## src/design/gams_pkg.sv

```systemverilog
package gams_pkg;

  // Command codes of an input beat
  localparam logic [1:0] CMD_ADD  = 2'd0;
  localparam logic [1:0] CMD_SUCC = 2'd1;
  localparam logic [1:0] CMD_PRED = 2'd2;
  localparam logic [1:0] CMD_RSVD = 2'd3;

  // Result status codes
  localparam logic [2:0] ST_NEIGHBOR = 3'd0;
  localparam logic [2:0] ST_EMPTY    = 3'd1;
  localparam logic [2:0] ST_UNKNOWN  = 3'd2;
  localparam logic [2:0] ST_FULL     = 3'd3;
  localparam logic [2:0] ST_ADDED    = 3'd4;

  typedef struct packed {
    logic [1:0]         cmd;
    logic signed [31:0] vertex_a;
    logic signed [31:0] vertex_b;
  } in_t;

  typedef struct packed {
    logic [2:0]         status;
    logic signed [31:0] neighbor;
    logic               last;
  } out_t;

  // Controller to datapath
  typedef struct packed {
    logic       start;
    logic       look;
    logic       add_a;
    logic       add_b;
    logic       row_rd;
    logic       row_wr;
    logic       load_rem;
    logic       scan;
    logic       resp;
    logic [2:0] resp_status;
  } ctrl_cmd_t;

  // Datapath to controller
  typedef struct packed {
    logic look_done;
    logic is_add;
    logic query_ok;
    logic room_ok;
    logic row_zero;
    logic rem_zero;
    logic out_free;
  } dp_stat_t;

endpackage

```

## src/design/graph_adjacency_matrix_store_unit.sv

```systemverilog
// Directed-graph store: 32-bit signed vertex labels are mapped to dense ids
// in order of first appearance, and edges live in a MAX_VERTICES square bit
// matrix (kept as rows plus a transposed copy, so both successor and
// predecessor lists come from one row read). Add-edge returns one beat:
// edge added, or table full with nothing changed. A successor or predecessor
// query returns one beat per neighbor label in id order with last set on the
// final one, or a single no-neighbors / unknown-vertex beat. One item is
// worked at a time; its length is set by any output stall and by the single
// read port of the label memory, which is walked once per item for the label
// lookup and once more per query to fetch neighbor labels. A result may sit
// in the output register while the next item is accepted. The matrix reads
// as empty right after reset (per-row valid bits), so no clearing pass is
// needed.
module graph_adjacency_matrix_store_unit #(
  parameter int MAX_VERTICES = 32
) (
  input  logic           clk,
  input  logic           rst_n,
  // input channel
  input  logic           in_valid,
  output logic           in_stall,
  input  gams_pkg::in_t  in_data,
  // result channel
  output logic           out_valid,
  input  logic           out_stall,
  output gams_pkg::out_t out_data
);
  import gams_pkg::*;

  ctrl_cmd_t cmd;   // controller -> datapath
  dp_stat_t  stat;  // datapath -> controller

  // sequencer: lookup, id assignment, row update or neighbor walk
  gams_ctrl u_ctrl (
    .clk      (clk),
    .rst_n    (rst_n),
    .in_valid (in_valid),
    .in_stall (in_stall),
    .stat     (stat),
    .cmd      (cmd)
  );

  // label memory, adjacency memories, vertex count, output register
  gams_dp #(
    .MAX_VERTICES (MAX_VERTICES)
  ) u_dp (
    .clk       (clk),
    .rst_n     (rst_n),
    .in_data   (in_data),
    .cmd       (cmd),
    .stat      (stat),
    .out_valid (out_valid),
    .out_stall (out_stall),
    .out_data  (out_data)
  );

endmodule

```

## src/design/gams_dp.sv

```systemverilog
module gams_dp #(
  parameter int MAX_VERTICES = 32
) (
  input  logic                 clk,
  input  logic                 rst_n,
  input  gams_pkg::in_t        in_data,
  input  gams_pkg::ctrl_cmd_t  cmd,
  output gams_pkg::dp_stat_t   stat,
  output logic                 out_valid,
  input  logic                 out_stall,
  output gams_pkg::out_t       out_data
);
  import gams_pkg::*;

  localparam int IW = $clog2(MAX_VERTICES);
  localparam int CW = $clog2(MAX_VERTICES + 1);
  localparam logic [MAX_VERTICES-1:0] ROW_ONE = MAX_VERTICES'(1);

  // captured item
  logic [1:0]         op_r;
  logic signed [31:0] a_r;
  logic signed [31:0] b_r;

  logic [CW-1:0] count_r, count_nxt;
  logic [CW-1:0] scan_r, scan_nxt;
  logic [IW-1:0] ia_r, ia_nxt;
  logic [IW-1:0] ib_r, ib_nxt;
  logic [IW-1:0] rd_idx_r;
  logic          fa_r, fa_nxt;
  logic          fb_r, fb_nxt;
  logic          rd_vld_r, rd_vld_nxt;

  logic signed [31:0] label_mem [MAX_VERTICES];
  logic signed [31:0] lbl_q_r;

  logic [MAX_VERTICES-1:0] fwd_mem [MAX_VERTICES];
  logic [MAX_VERTICES-1:0] rev_mem [MAX_VERTICES];
  logic [MAX_VERTICES-1:0] fwd_q_r, rev_q_r;
  logic                    fwd_qv_r, rev_qv_r;
  logic [MAX_VERTICES-1:0] fwd_vld_r, rev_vld_r;
  logic [MAX_VERTICES-1:0] rem_r, rem_nxt;

  logic out_vld_r, out_vld_nxt;
  out_t out_r, out_nxt;

  logic                    a_eq_b;
  logic                    rd_addr_ok;
  logic [IW-1:0]           rd_addr;
  logic                    scan_hit;
  logic                    out_free;
  logic                    emit;
  logic                    hold;
  logic                    rd_go;
  logic                    wr_en;
  logic [IW-1:0]           wr_addr;
  logic signed [31:0]      wr_data;
  logic [IW-1:0]           rev_addr;
  logic [MAX_VERTICES-1:0] fwd_eff, rev_eff, sel_row;
  logic [MAX_VERTICES-1:0] emit_bit;
  logic [1:0]              need;
  logic [CW:0]             need_sum;

  assign a_eq_b     = (a_r == b_r);
  assign rd_addr_ok = (scan_r < count_r);
  assign rd_addr    = rd_addr_ok ? scan_r[IW-1:0] : '0;
  assign scan_hit   = rd_vld_r && rem_r[rd_idx_r];
  assign out_free   = !out_vld_r || !out_stall;
  assign emit       = cmd.scan && scan_hit && out_free;
  assign hold       = cmd.scan && scan_hit && !out_free;
  assign rd_go      = (cmd.look || cmd.scan) && !hold;

  assign wr_en   = (cmd.add_a && !fa_r) || (cmd.add_b && !fb_r && !a_eq_b);
  assign wr_addr = count_r[IW-1:0];
  assign wr_data = cmd.add_a ? a_r : b_r;

  assign rev_addr = (op_r == CMD_ADD) ? ib_r : ia_r;
  assign fwd_eff  = fwd_qv_r ? fwd_q_r : '0;
  assign rev_eff  = rev_qv_r ? rev_q_r : '0;
  assign sel_row  = (op_r == CMD_SUCC) ? fwd_eff : rev_eff;
  assign emit_bit = ROW_ONE << rd_idx_r;

  assign need     = {1'b0, !fa_r} + {1'b0, (!fb_r && !a_eq_b)};
  assign need_sum = (CW+1)'(count_r) + (CW+1)'(need);

  always_comb begin
    stat.look_done = !rd_vld_r && !rd_addr_ok;
    stat.is_add    = (op_r == CMD_ADD);
    stat.query_ok  = ((op_r == CMD_SUCC) || (op_r == CMD_PRED)) && fa_r;
    stat.room_ok   = (need_sum <= (CW+1)'(MAX_VERTICES));
    stat.row_zero  = (sel_row == '0);
    stat.rem_zero  = (rem_r == '0);
    stat.out_free  = out_free;
  end

  always_comb begin
    count_nxt  = count_r;
    scan_nxt   = scan_r;
    ia_nxt     = ia_r;
    ib_nxt     = ib_r;
    fa_nxt     = fa_r;
    fb_nxt     = fb_r;
    rd_vld_nxt = rd_vld_r;
    rem_nxt    = rem_r;
    if (cmd.start) begin
      scan_nxt   = '0;
      rd_vld_nxt = 1'b0;
      fa_nxt     = 1'b0;
      fb_nxt     = 1'b0;
    end
    if (rd_go) begin
      rd_vld_nxt = rd_addr_ok;
      if (rd_addr_ok) begin
        scan_nxt = scan_r + 1'b1;
      end
    end
    if (cmd.look && rd_vld_r) begin
      if (lbl_q_r == a_r && !fa_r) begin
        fa_nxt = 1'b1;
        ia_nxt = rd_idx_r;
      end
      if (lbl_q_r == b_r && !fb_r) begin
        fb_nxt = 1'b1;
        ib_nxt = rd_idx_r;
      end
    end
    if (cmd.add_a && !fa_r) begin
      ia_nxt    = count_r[IW-1:0];
      count_nxt = count_r + 1'b1;
    end
    if (cmd.add_b && !fb_r) begin
      if (a_eq_b) begin
        ib_nxt = ia_r;
      end else begin
        ib_nxt    = count_r[IW-1:0];
        count_nxt = count_r + 1'b1;
      end
    end
    if (cmd.load_rem) begin
      rem_nxt    = sel_row;
      scan_nxt   = '0;
      rd_vld_nxt = 1'b0;
    end
    if (emit) begin
      rem_nxt = rem_r & ~emit_bit;
    end
  end

  always_comb begin
    out_nxt     = out_r;
    out_vld_nxt = out_stall ? out_vld_r : 1'b0;
    if (emit) begin
      out_nxt.status   = ST_NEIGHBOR;
      out_nxt.neighbor = lbl_q_r;
      out_nxt.last     = ((rem_r & ~emit_bit) == '0);
      out_vld_nxt      = 1'b1;
    end else if (cmd.resp && out_free) begin
      out_nxt.status   = cmd.resp_status;
      out_nxt.neighbor = '0;
      out_nxt.last     = 1'b1;
      out_vld_nxt      = 1'b1;
    end
  end

  always_ff @(posedge clk) begin
    if (!rst_n) begin
      count_r   <= '0;
      rd_vld_r  <= 1'b0;
      out_vld_r <= 1'b0;
      fwd_vld_r <= '0;
      rev_vld_r <= '0;
    end else begin
      count_r   <= count_nxt;
      rd_vld_r  <= rd_vld_nxt;
      out_vld_r <= out_vld_nxt;
      if (cmd.row_wr) begin
        fwd_vld_r[ia_r] <= 1'b1;
        rev_vld_r[ib_r] <= 1'b1;
      end
    end
  end

  always_ff @(posedge clk) begin
    if (cmd.start) begin
      op_r <= in_data.cmd;
      a_r  <= in_data.vertex_a;
      b_r  <= in_data.vertex_b;
    end
    scan_r <= scan_nxt;
    ia_r   <= ia_nxt;
    ib_r   <= ib_nxt;
    fa_r   <= fa_nxt;
    fb_r   <= fb_nxt;
    rem_r  <= rem_nxt;
    out_r  <= out_nxt;
    if (rd_go) begin
      rd_idx_r <= rd_addr;
    end
  end

  // label store
  always_ff @(posedge clk) begin
    if (wr_en) begin
      label_mem[wr_addr] <= wr_data;
    end
    if (rd_go) begin
      lbl_q_r <= label_mem[rd_addr];
    end
  end

  // adjacency rows and their transpose
  always_ff @(posedge clk) begin
    if (cmd.row_rd) begin
      fwd_q_r  <= fwd_mem[ia_r];
      fwd_qv_r <= fwd_vld_r[ia_r];
      rev_q_r  <= rev_mem[rev_addr];
      rev_qv_r <= rev_vld_r[rev_addr];
    end
    if (cmd.row_wr) begin
      fwd_mem[ia_r] <= fwd_eff | (ROW_ONE << ib_r);
      rev_mem[ib_r] <= rev_eff | (ROW_ONE << ia_r);
    end
  end

  assign out_valid = out_vld_r;
  assign out_data  = out_r;

`ifndef SYNTHESIS
  a_count_range: assert property (@(posedge clk) disable iff (!rst_n)
    count_r <= CW'(MAX_VERTICES))
    else $error("vertex count beyond capacity");

  a_label_room: assert property (@(posedge clk) disable iff (!rst_n)
    wr_en |-> (count_r < CW'(MAX_VERTICES)))
    else $error("label write with full table");

  a_emit_known: assert property (@(posedge clk) disable iff (!rst_n)
    emit |-> (CW'(rd_idx_r) < count_r))
    else $error("neighbor emitted for unassigned id");

  a_edge_ids: assert property (@(posedge clk) disable iff (!rst_n)
    cmd.row_wr |-> ((CW'(ia_r) < count_r) && (CW'(ib_r) < count_r)))
    else $error("edge written for unassigned id");
`endif

endmodule

```

## src/design/gams_ctrl.sv

```systemverilog
module gams_ctrl (
  input  logic                clk,
  input  logic                rst_n,
  input  logic                in_valid,
  output logic                in_stall,
  input  gams_pkg::dp_stat_t  stat,
  output gams_pkg::ctrl_cmd_t cmd
);
  import gams_pkg::*;

  typedef enum logic [9:0] {
    S_IDLE    = 10'b00_0000_0001,
    S_LOOK    = 10'b00_0000_0010,
    S_DECIDE  = 10'b00_0000_0100,
    S_ADD_A   = 10'b00_0000_1000,
    S_ADD_B   = 10'b00_0001_0000,
    S_ROW_RD  = 10'b00_0010_0000,
    S_ROW_WR  = 10'b00_0100_0000,
    S_ROW_CHK = 10'b00_1000_0000,
    S_SCAN    = 10'b01_0000_0000,
    S_RESP    = 10'b10_0000_0000
  } state_t;

  state_t     state_r, state_nxt;
  logic [2:0] resp_r, resp_nxt;

  always_comb begin
    state_nxt = state_r;
    resp_nxt  = resp_r;
    cmd       = '0;
    cmd.resp_status = resp_r;
    case (state_r)
      S_IDLE: begin
        if (in_valid) begin
          cmd.start = 1'b1;
          state_nxt = S_LOOK;
        end
      end
      S_LOOK: begin
        cmd.look = 1'b1;
        if (stat.look_done) begin
          state_nxt = S_DECIDE;
        end
      end
      S_DECIDE: begin
        if (stat.is_add) begin
          if (stat.room_ok) begin
            state_nxt = S_ADD_A;
          end else begin
            resp_nxt  = ST_FULL;
            state_nxt = S_RESP;
          end
        end else if (stat.query_ok) begin
          state_nxt = S_ROW_RD;
        end else begin
          resp_nxt  = ST_UNKNOWN;
          state_nxt = S_RESP;
        end
      end
      S_ADD_A: begin
        cmd.add_a = 1'b1;
        state_nxt = S_ADD_B;
      end
      S_ADD_B: begin
        cmd.add_b = 1'b1;
        state_nxt = S_ROW_RD;
      end
      S_ROW_RD: begin
        cmd.row_rd = 1'b1;
        state_nxt  = stat.is_add ? S_ROW_WR : S_ROW_CHK;
      end
      S_ROW_WR: begin
        cmd.row_wr = 1'b1;
        resp_nxt   = ST_ADDED;
        state_nxt  = S_RESP;
      end
      S_ROW_CHK: begin
        cmd.load_rem = 1'b1;
        if (stat.row_zero) begin
          resp_nxt  = ST_EMPTY;
          state_nxt = S_RESP;
        end else begin
          state_nxt = S_SCAN;
        end
      end
      S_SCAN: begin
        cmd.scan = 1'b1;
        if (stat.rem_zero) begin
          state_nxt = S_IDLE;
        end
      end
      S_RESP: begin
        cmd.resp = 1'b1;
        if (stat.out_free) begin
          state_nxt = S_IDLE;
        end
      end
      default: begin
        state_nxt = S_IDLE;
      end
    endcase
  end

  always_ff @(posedge clk) begin
    if (!rst_n) begin
      state_r <= S_IDLE;
    end else begin
      state_r <= state_nxt;
    end
  end

  always_ff @(posedge clk) begin
    resp_r <= resp_nxt;
  end

  assign in_stall = (state_r != S_IDLE);

endmodule

```

## config.mk

```make
export PLATFORM = sky130hd
export DESIGN_NAME = graph_adjacency_matrix_store_unit
export DESIGN_NICKNAME = d
export VERILOG_FILES = /design/src/design/gams_pkg.sv /design/src/design/graph_adjacency_matrix_store_unit.sv /design/src/design/gams_dp.sv /design/src/design/gams_ctrl.sv
export SDC_FILE = /design/constraint.sdc
export NUM_CORES = 2
export LEC_CHECK = 0
export CORE_MARGIN = 3
export CORE_UTILIZATION = 52
export DETAILED_ROUTE_END_ITERATION = 6
export DONT_BUFFER_PORTS = 1
export PLACE_DENSITY = 0.76
export SLEW_MARGIN = 20
export SYNTH_ARGS = -nofsm -noshare
export SYNTH_HDL_FRONTEND = slang
export SYNTH_HIERARCHICAL = 1
export SYNTH_SLANG_ARGS = --single-unit
```

## constraint.sdc

```tcl
create_clock -name clk -period 4.5 [get_ports clk]
set_clock_uncertainty 0.2 [all_clocks]
set_input_delay 0.45 -clock clk [delete_from_list [all_inputs] [get_ports clk]]
set_output_delay 0.45 -clock clk [all_outputs]
set_load 0.005 [all_outputs]
```

== Yosys cells after proc, flatten, opt, wreduce, memory -nomap -nowiden ==
Memory sizes are Yosys's and may differ from the RTL's. A register that Yosys moved wholly into a read port is not among the register bits.
Index checks and enable logic that the tools add are counted.

* Output and inout port bits: 38
* Register bits after elaboration: 244
* Input port bits: 70
* RAM bits: 3072
* Memories kept: 3
* Word-level logic and storage cells: 191

{| class="wikitable"
|+ Memory list
! memory !! depth !! width !! read ports !! clocked after Yosys merged registers in !! write ports !! line !! RTL
|-
| u_dp.fwd_mem || 32 || 32 || 1 || 1 || 1 || gams_dp.sv:36 || <nowiki>logic [MAX_VERTICES-1:0] fwd_mem [MAX_VERTICES];</nowiki>
|-
| u_dp.label_mem || 32 || 32 || 1 || 1 || 1 || gams_dp.sv:33 || <nowiki>logic signed [31:0] label_mem [MAX_VERTICES];</nowiki>
|-
| u_dp.rev_mem || 32 || 32 || 1 || 1 || 1 || gams_dp.sv:37 || <nowiki>logic [MAX_VERTICES-1:0] rev_mem [MAX_VERTICES];</nowiki>
|}

* Shift operators: 3
* Equality and inequality tests: 24
* Reduce and logical (&&, ||, !) cells: 47
* Add/subtract/negate cells: 4
* $lt $le $gt $ge: 8
* Multiplexer cells: 73
* Bitwise gates (word level): 7

{| class="wikitable"
|+ Operators by type and width
! cell !! count
|-
| 2-to-1 mux 32 bit || 6
|-
| OR 32 bit || 4
|-
| case mux 10 bit (10 select lines) || 1
|-
| == test 32 bit || 3
|-
| zero test 32 bit || 3
|-
| left shift 1 x 5 -> 32 bit (first input constant) || 3
|-
| 2-to-1 mux 10 bit || 8
|-
| 2-to-1 mux 33 bit || 2
|-
| 2-to-1 mux 5 bit || 9
|-
| 2-to-1 mux 6 bit || 6
|-
| AND 32 bit || 1
|-
| NOT 32 bit || 1
|-
| 2-to-1 mux 1 bit || 30
|-
| less-than comparator 5 x 6 -> 1 bit (second input constant) || 4
|-
| logical AND 1 bit || 17
|-
| binary-select mux 1 bit (select 5 bit) || 3
|-
| nonzero test 2 bit || 7
|-
| adder 6 x 1 -> 6 bit (second input constant) || 2
|-
| 2-to-1 mux 3 bit || 4
|-
| demux 1 bit (select 5 bit) || 2
|-
| == test 10 x 1 -> 1 bit (second input constant) || 1
|-
| == test 10 bit (second input constant) || 1
|-
| == test 10 x 2 -> 1 bit (second input constant) || 1
|-
| == test 10 x 3 -> 1 bit (second input constant) || 1
|-
| other kinds (29) || 46
|}

== Depth between registers and ports, before layout ==
* Word-level depth: 9
* Gate-level depth with buffers: 15
* Mapped depth without buffers: 15

== Hierarchy ==
Netlist, hierarchy kept.

{| class="wikitable"
|+ By module, submodules not included
! module !! area each (um^2) !! cells each !! sequential area each (um^2) !! times used
|-
| gams_dp || 133021.3 || 7225 || 101237.1 || 1
|-
| gams_ctrl || 759.5 || 85 || 290.3 || 1
|}

== Least setup slack after synthesis ==
OpenSTA, ideal clock, no wires.

* Path type: flip-flop to flip-flop
* Start: register u_dp.rd_idx_r[0]
* End: register u_dp.rd_vld_r
* Setup time: 0.129 ns
* Path slack: 0.277 ns
* Required time: 4.171 ns
* Arrival time: 3.894 ns
* Clock period less this slack: 4.223 ns
* Cell stages (with the launch flop): 9
* Path buffers: 1
* Path through: edfxtp_1 buf_6 mux4_2 mux2_2 a22oi_2 a211oi_4 a21oi_1 mux2i_1 nor3_1

* Word-level cells in the longest chain between the ends: 8
* Elaborated cells between the ends (all ways): 9
* Those cells by class: mux: 3; reduce/logical: 6

{| class="wikitable"
|+ RTL lines
! item !! line !! RTL
|-
| start: declaration || gams_dp.sv:28 || <nowiki>logic [IW-1:0] rd_idx_r;</nowiki>
|-
| start signal: assignment || gams_dp.sv:196 || <nowiki>rd_idx_r <= rd_addr;</nowiki>
|-
| binary-select mux 1 bit (select 5 bit) (*) || gams_dp.sv:66 || <nowiki>assign scan_hit = rd_vld_r && rem_r[rd_idx_r];</nowiki>
|-
| 2-to-1 mux 1 bit (not written as such) (*) || gams_dp.sv:66 ||
|-
| logical AND 1 bit (*) || gams_dp.sv:66 ||
|-
| logical AND 1 bit (*) (2 in series) || gams_dp.sv:69 || <nowiki>assign hold = cmd.scan && scan_hit && !out_free;</nowiki>
|-
| zero test 1 bit (*) || gams_dp.sv:70 || <nowiki>assign rd_go = (cmd.look || cmd.scan) && !hold;</nowiki>
|-
| logical AND 1 bit (*) || gams_dp.sv:70 ||
|-
| named net u_dp.rd_go || gams_dp.sv:53 || <nowiki>logic rd_go;</nowiki>
|-
| 2-to-1 mux 1 bit / nonzero test 2 bit (equally long branches) || n/a ||
|-
| end signal: assignment || gams_dp.sv:173 || <nowiki>rd_vld_r <= rd_vld_nxt;</nowiki>
|-
| end: declaration || gams_dp.sv:31 || <nowiki>logic rd_vld_r, rd_vld_nxt;</nowiki>
|}

Mark *: on every way through the listed nets, which the timed path passes. The rest lies on a longest branch. The select of a mux whose other input is x is not followed.
A chain may end at the register's enable or synchronous reset.

==> reports/metrics.cfg <==
[grt]
grt_max_degree = 108
grt-ovfl-total = 0
track_usage_pct = 28.35
grt_pass1_vias = 76778
antenna_found_initial = 21
grt_pass1_wl_mm = 542.3

[placement]
port_buffers = 0
post-dp-hpwl_mm = 192.0
place.gp.congestion = 0.9016
place_area_mm2 = 0.1411

[routing]
ant_nets = 0
wl_per_cell_um = 33.88
via_count = 77033
drt_iter0_drc = 12803
dr.pass1.iters = 6
viasPerCell = 6.860
remaining_drc_errors = 0
wirelength_mm = 380.5

[clock_network]
worstSkewPairLatency_ns = 0.90
cts_setup_buffers = 0
cts_buffers = 340
cts_root_buf = clkbuf_16
cts_buffer_depth = 4
htreeDepth = 5
cts_tree = yes
cts.sinks = 3412
clk_pin_slew_worst_paths_ns = 0.07

[die]
core_mm2 = 0.2551
die_h_um = 513.2
start_util_pct = 52.45
rows = 185
dieWidth_um = 513.2
io_pins = 108
die_area_mm2 = 0.2634

[synthesis]
synth-seq-cells = 3412
yosys_warnings = 6
ys.flop_type = edfxtp_1
yosysSeqAreaShare_pct = 75.89
synth_area_per_cell_um2 = 18.30
syn_nets = 7394
async_reset_ff_share_pct = 0
synth_cell_types = 75
syn_inst = 7310
synth-edff-count = 3319
synth_area_mm2 = 0.1338

[sta]
hold_viol = 0
fin_crit_sh_pct = 94.05
max-slew-margin-rel_pct = 20.24
rsz0062_at_grt = no
setup_violations = 0
fin_crit_ns = 4.232
tightest_slew_ns = 1.194
slew_violations = 0
setup_tns_ns = 0
clock.fmax_mhz = 236.3

[cells_and_area]
syn2layout_area_growth_pct = 14.66
fillers = 17148
final_util_pct = 60.13
drive_above_1_share_pct = 22.71
finalNetCount = 7672
finish.instance_area_mm2 = 0.1534

[flow_run]
max_cap_viol_count = 0

[setup_path]
crit_type = flop to flop
critPathMaxFanout = 4
cp_slowest_cell = edfxtp_1
crit_path_start_kind = flop
crit_top_cell = nor3_1
crit_chain = xnor2_1 -> nand4_1 -> nor4_4 -> buf_4 -> a21oi_2 -> fa_1 -> ha_1 -> nor3_1 -> a31oi_1 -> nor3_1 -> a211o_1 -> o21ai_0 -> a22oi_1 -> mux2i_1 -> a22o_1 -> o21a_1
cp-end-kind = flop
arrival_ns = 4.80
cpPeakStageDelay_ns = 0.46
worstPathRequired_ns = 5.06

[power]
fin_total_pwr_mw = 63.88
powerDensity_mw_per_mm2 = 416.5
peakVddDrop_v = 0.0006093
power_leakage_nw = 47.97

[worst_hold_path]
hp-class = primary input to flop

[status]
status = finished, final reports clean

## cell families (layout without fill, tap and decap cells)
logic type                 count (synthesis)  count (layout)  share of synthesized area [%]
other                                      0              14                              0
buffers and inverters                    512            1052                          1.530
adders and majority gates                 14              14                         0.1366
AOI/OAI and AO/OA                        989             989                          5.505
and+or+nand+nor                         1464            1464                          5.012
DFF                                     3412            3412                          75.89
xor gates and xnor gates                 100             100                         0.6547
muxes                                    819             819                          11.27
## cells in the mapped netlist (all sizes together) (93+ instances only)
master,n,area share [%]
a22oi,135,0.76
mux2i,144,1.1
o21ai,269,1.0
dfxtp,93,1.4
nand3,385,1.4
nor2,363,1.0
mux2,139,1.2
nand2,421,1.2
clkbuf,348,0.98
o221a,128,1.1
o211ai,162,0.91
buf,133,0.47
o221ai,96,0.63
edfxtp,3319,74
mux4,536,9.0
xnor2,95,0.62
## layout make-up
type / count / area [um2] / area share [%]
antenna: 14 / 35.03 / 0.02284
clock buffer: 438 / 9065 / 5.910
clock inverter: 166 / 1763 / 1.149
inverter: 31 / 121.4 / 0.07912
multi-input combinational: 3386 / 31630 / 20.62
sequential: 3412 / 101500 / 66.19
tap: 3366 / 4212 / 2.746
timing repair buffer: 417 / 5032 / 3.281
## state kept, by name, summed over array words and instances, names as in the netlist, 36 cells and up
name            count
u_dp/out_data      36
u_dp/label_mem   1024
u_dp/fwd_mem     1024
u_dp/rev_mem     1024
## routing by layer
metal	up-vias	track usage, %	share of wire, %
met5	-	0	0.024
li1	30354	-	-
met2	6419	44.24	47
met4	16	14.28	5.9
met3	1319	7.658	14
met1	38925	36.98	33
## worst max-delay path: cells and delay by family, from the launching register on
| family | cells | cell delay, ns |
|---|---|---|
| AO/OA/AOI/OAI | 7 | 1.21 |
| XOR/XNOR | 1 | 0.28 |
| adder cells (fa/ha/maj) | 2 | 0.70 |
| buffers and inverters | 1 | 0.19 |
| flip-flops | 1 | 0.46 |
| multiplexers | 1 | 0.13 |
| AND/OR/NAND/NOR | 4 | 0.94 |
## power by group
part	switching, mW	total, mW	leakage (nW)	internal (mW)
sequential	0.0913	34.8	31.0	34.7
clock	11.9	27.9	5.26	15.9
combinational	0.806	1.26	11.7	0.454
## worst paths after layout
path / startpoint / end / slack, ns / cells past startpoint
worst max-delay path: u_dp/a_r[2] / u_ctrl/state_r[9] / 0.27 / 16
worst max register to register: u_dp/a_r[2] / u_ctrl/state_r[9] / 0.27 / 16
worst min register to register: u_dp/rev_vld_r[28] / u_dp/rev_vld_r[28] / 0.27 / 2
worst min-delay path: in_data[18] / u_dp/b_r[18] / 0.03 / 1
## cell usage in the layout, fill, tap and decap left out, types with 29 or more instances in the layout
master	netlist	layout
nor2_4	0	99
buf_4	5	173
dlygate4sd3_1	0	116
o221a_2	126	126
clkbuf_16	0	347
edfxtp_1	3319	3319
nand2_1	421	421
buf_12	0	125
nand3_1	385	385
and3_1	40	37
bufinv_16	0	29
nor2_1	363	264
o221ai_1	96	96
xnor2_1	95	95
a211oi_1	33	33
mux2_2	138	136
o21ai_0	262	198
mux4_2	536	536
nor3_1	86	83
o32ai_1	34	34
clkinv_2	0	49
mux2i_1	144	139
dfxtp_1	93	92
clkinv_1	0	57
clkbuf_1	348	87
o211ai_1	162	162
a21oi_1	52	47
nand4_1	60	60
a32oi_1	32	32
a22oi_1	134	134
## stage by stage
stage               hold slack, ns  std cells  setup WS [ns]
global route               0.02303      11224         0.1097
finish                     0.02924      11230         0.2675
detailed placement          0.2550      10493         0.3703
global placement            0.2432      10493         0.1850
floorplan                   0.2348       7310         0.2771
CTS                      0.0005618      11212         0.2971
## timing repair
action	in CTS	in global routing
gates resized for setup	0	4
endpoints found under the hold margin	117	11
setup endpoints to repair	0	4
hold buffers	115	1
No activity file was read; power rests on OpenSTA's default activity.
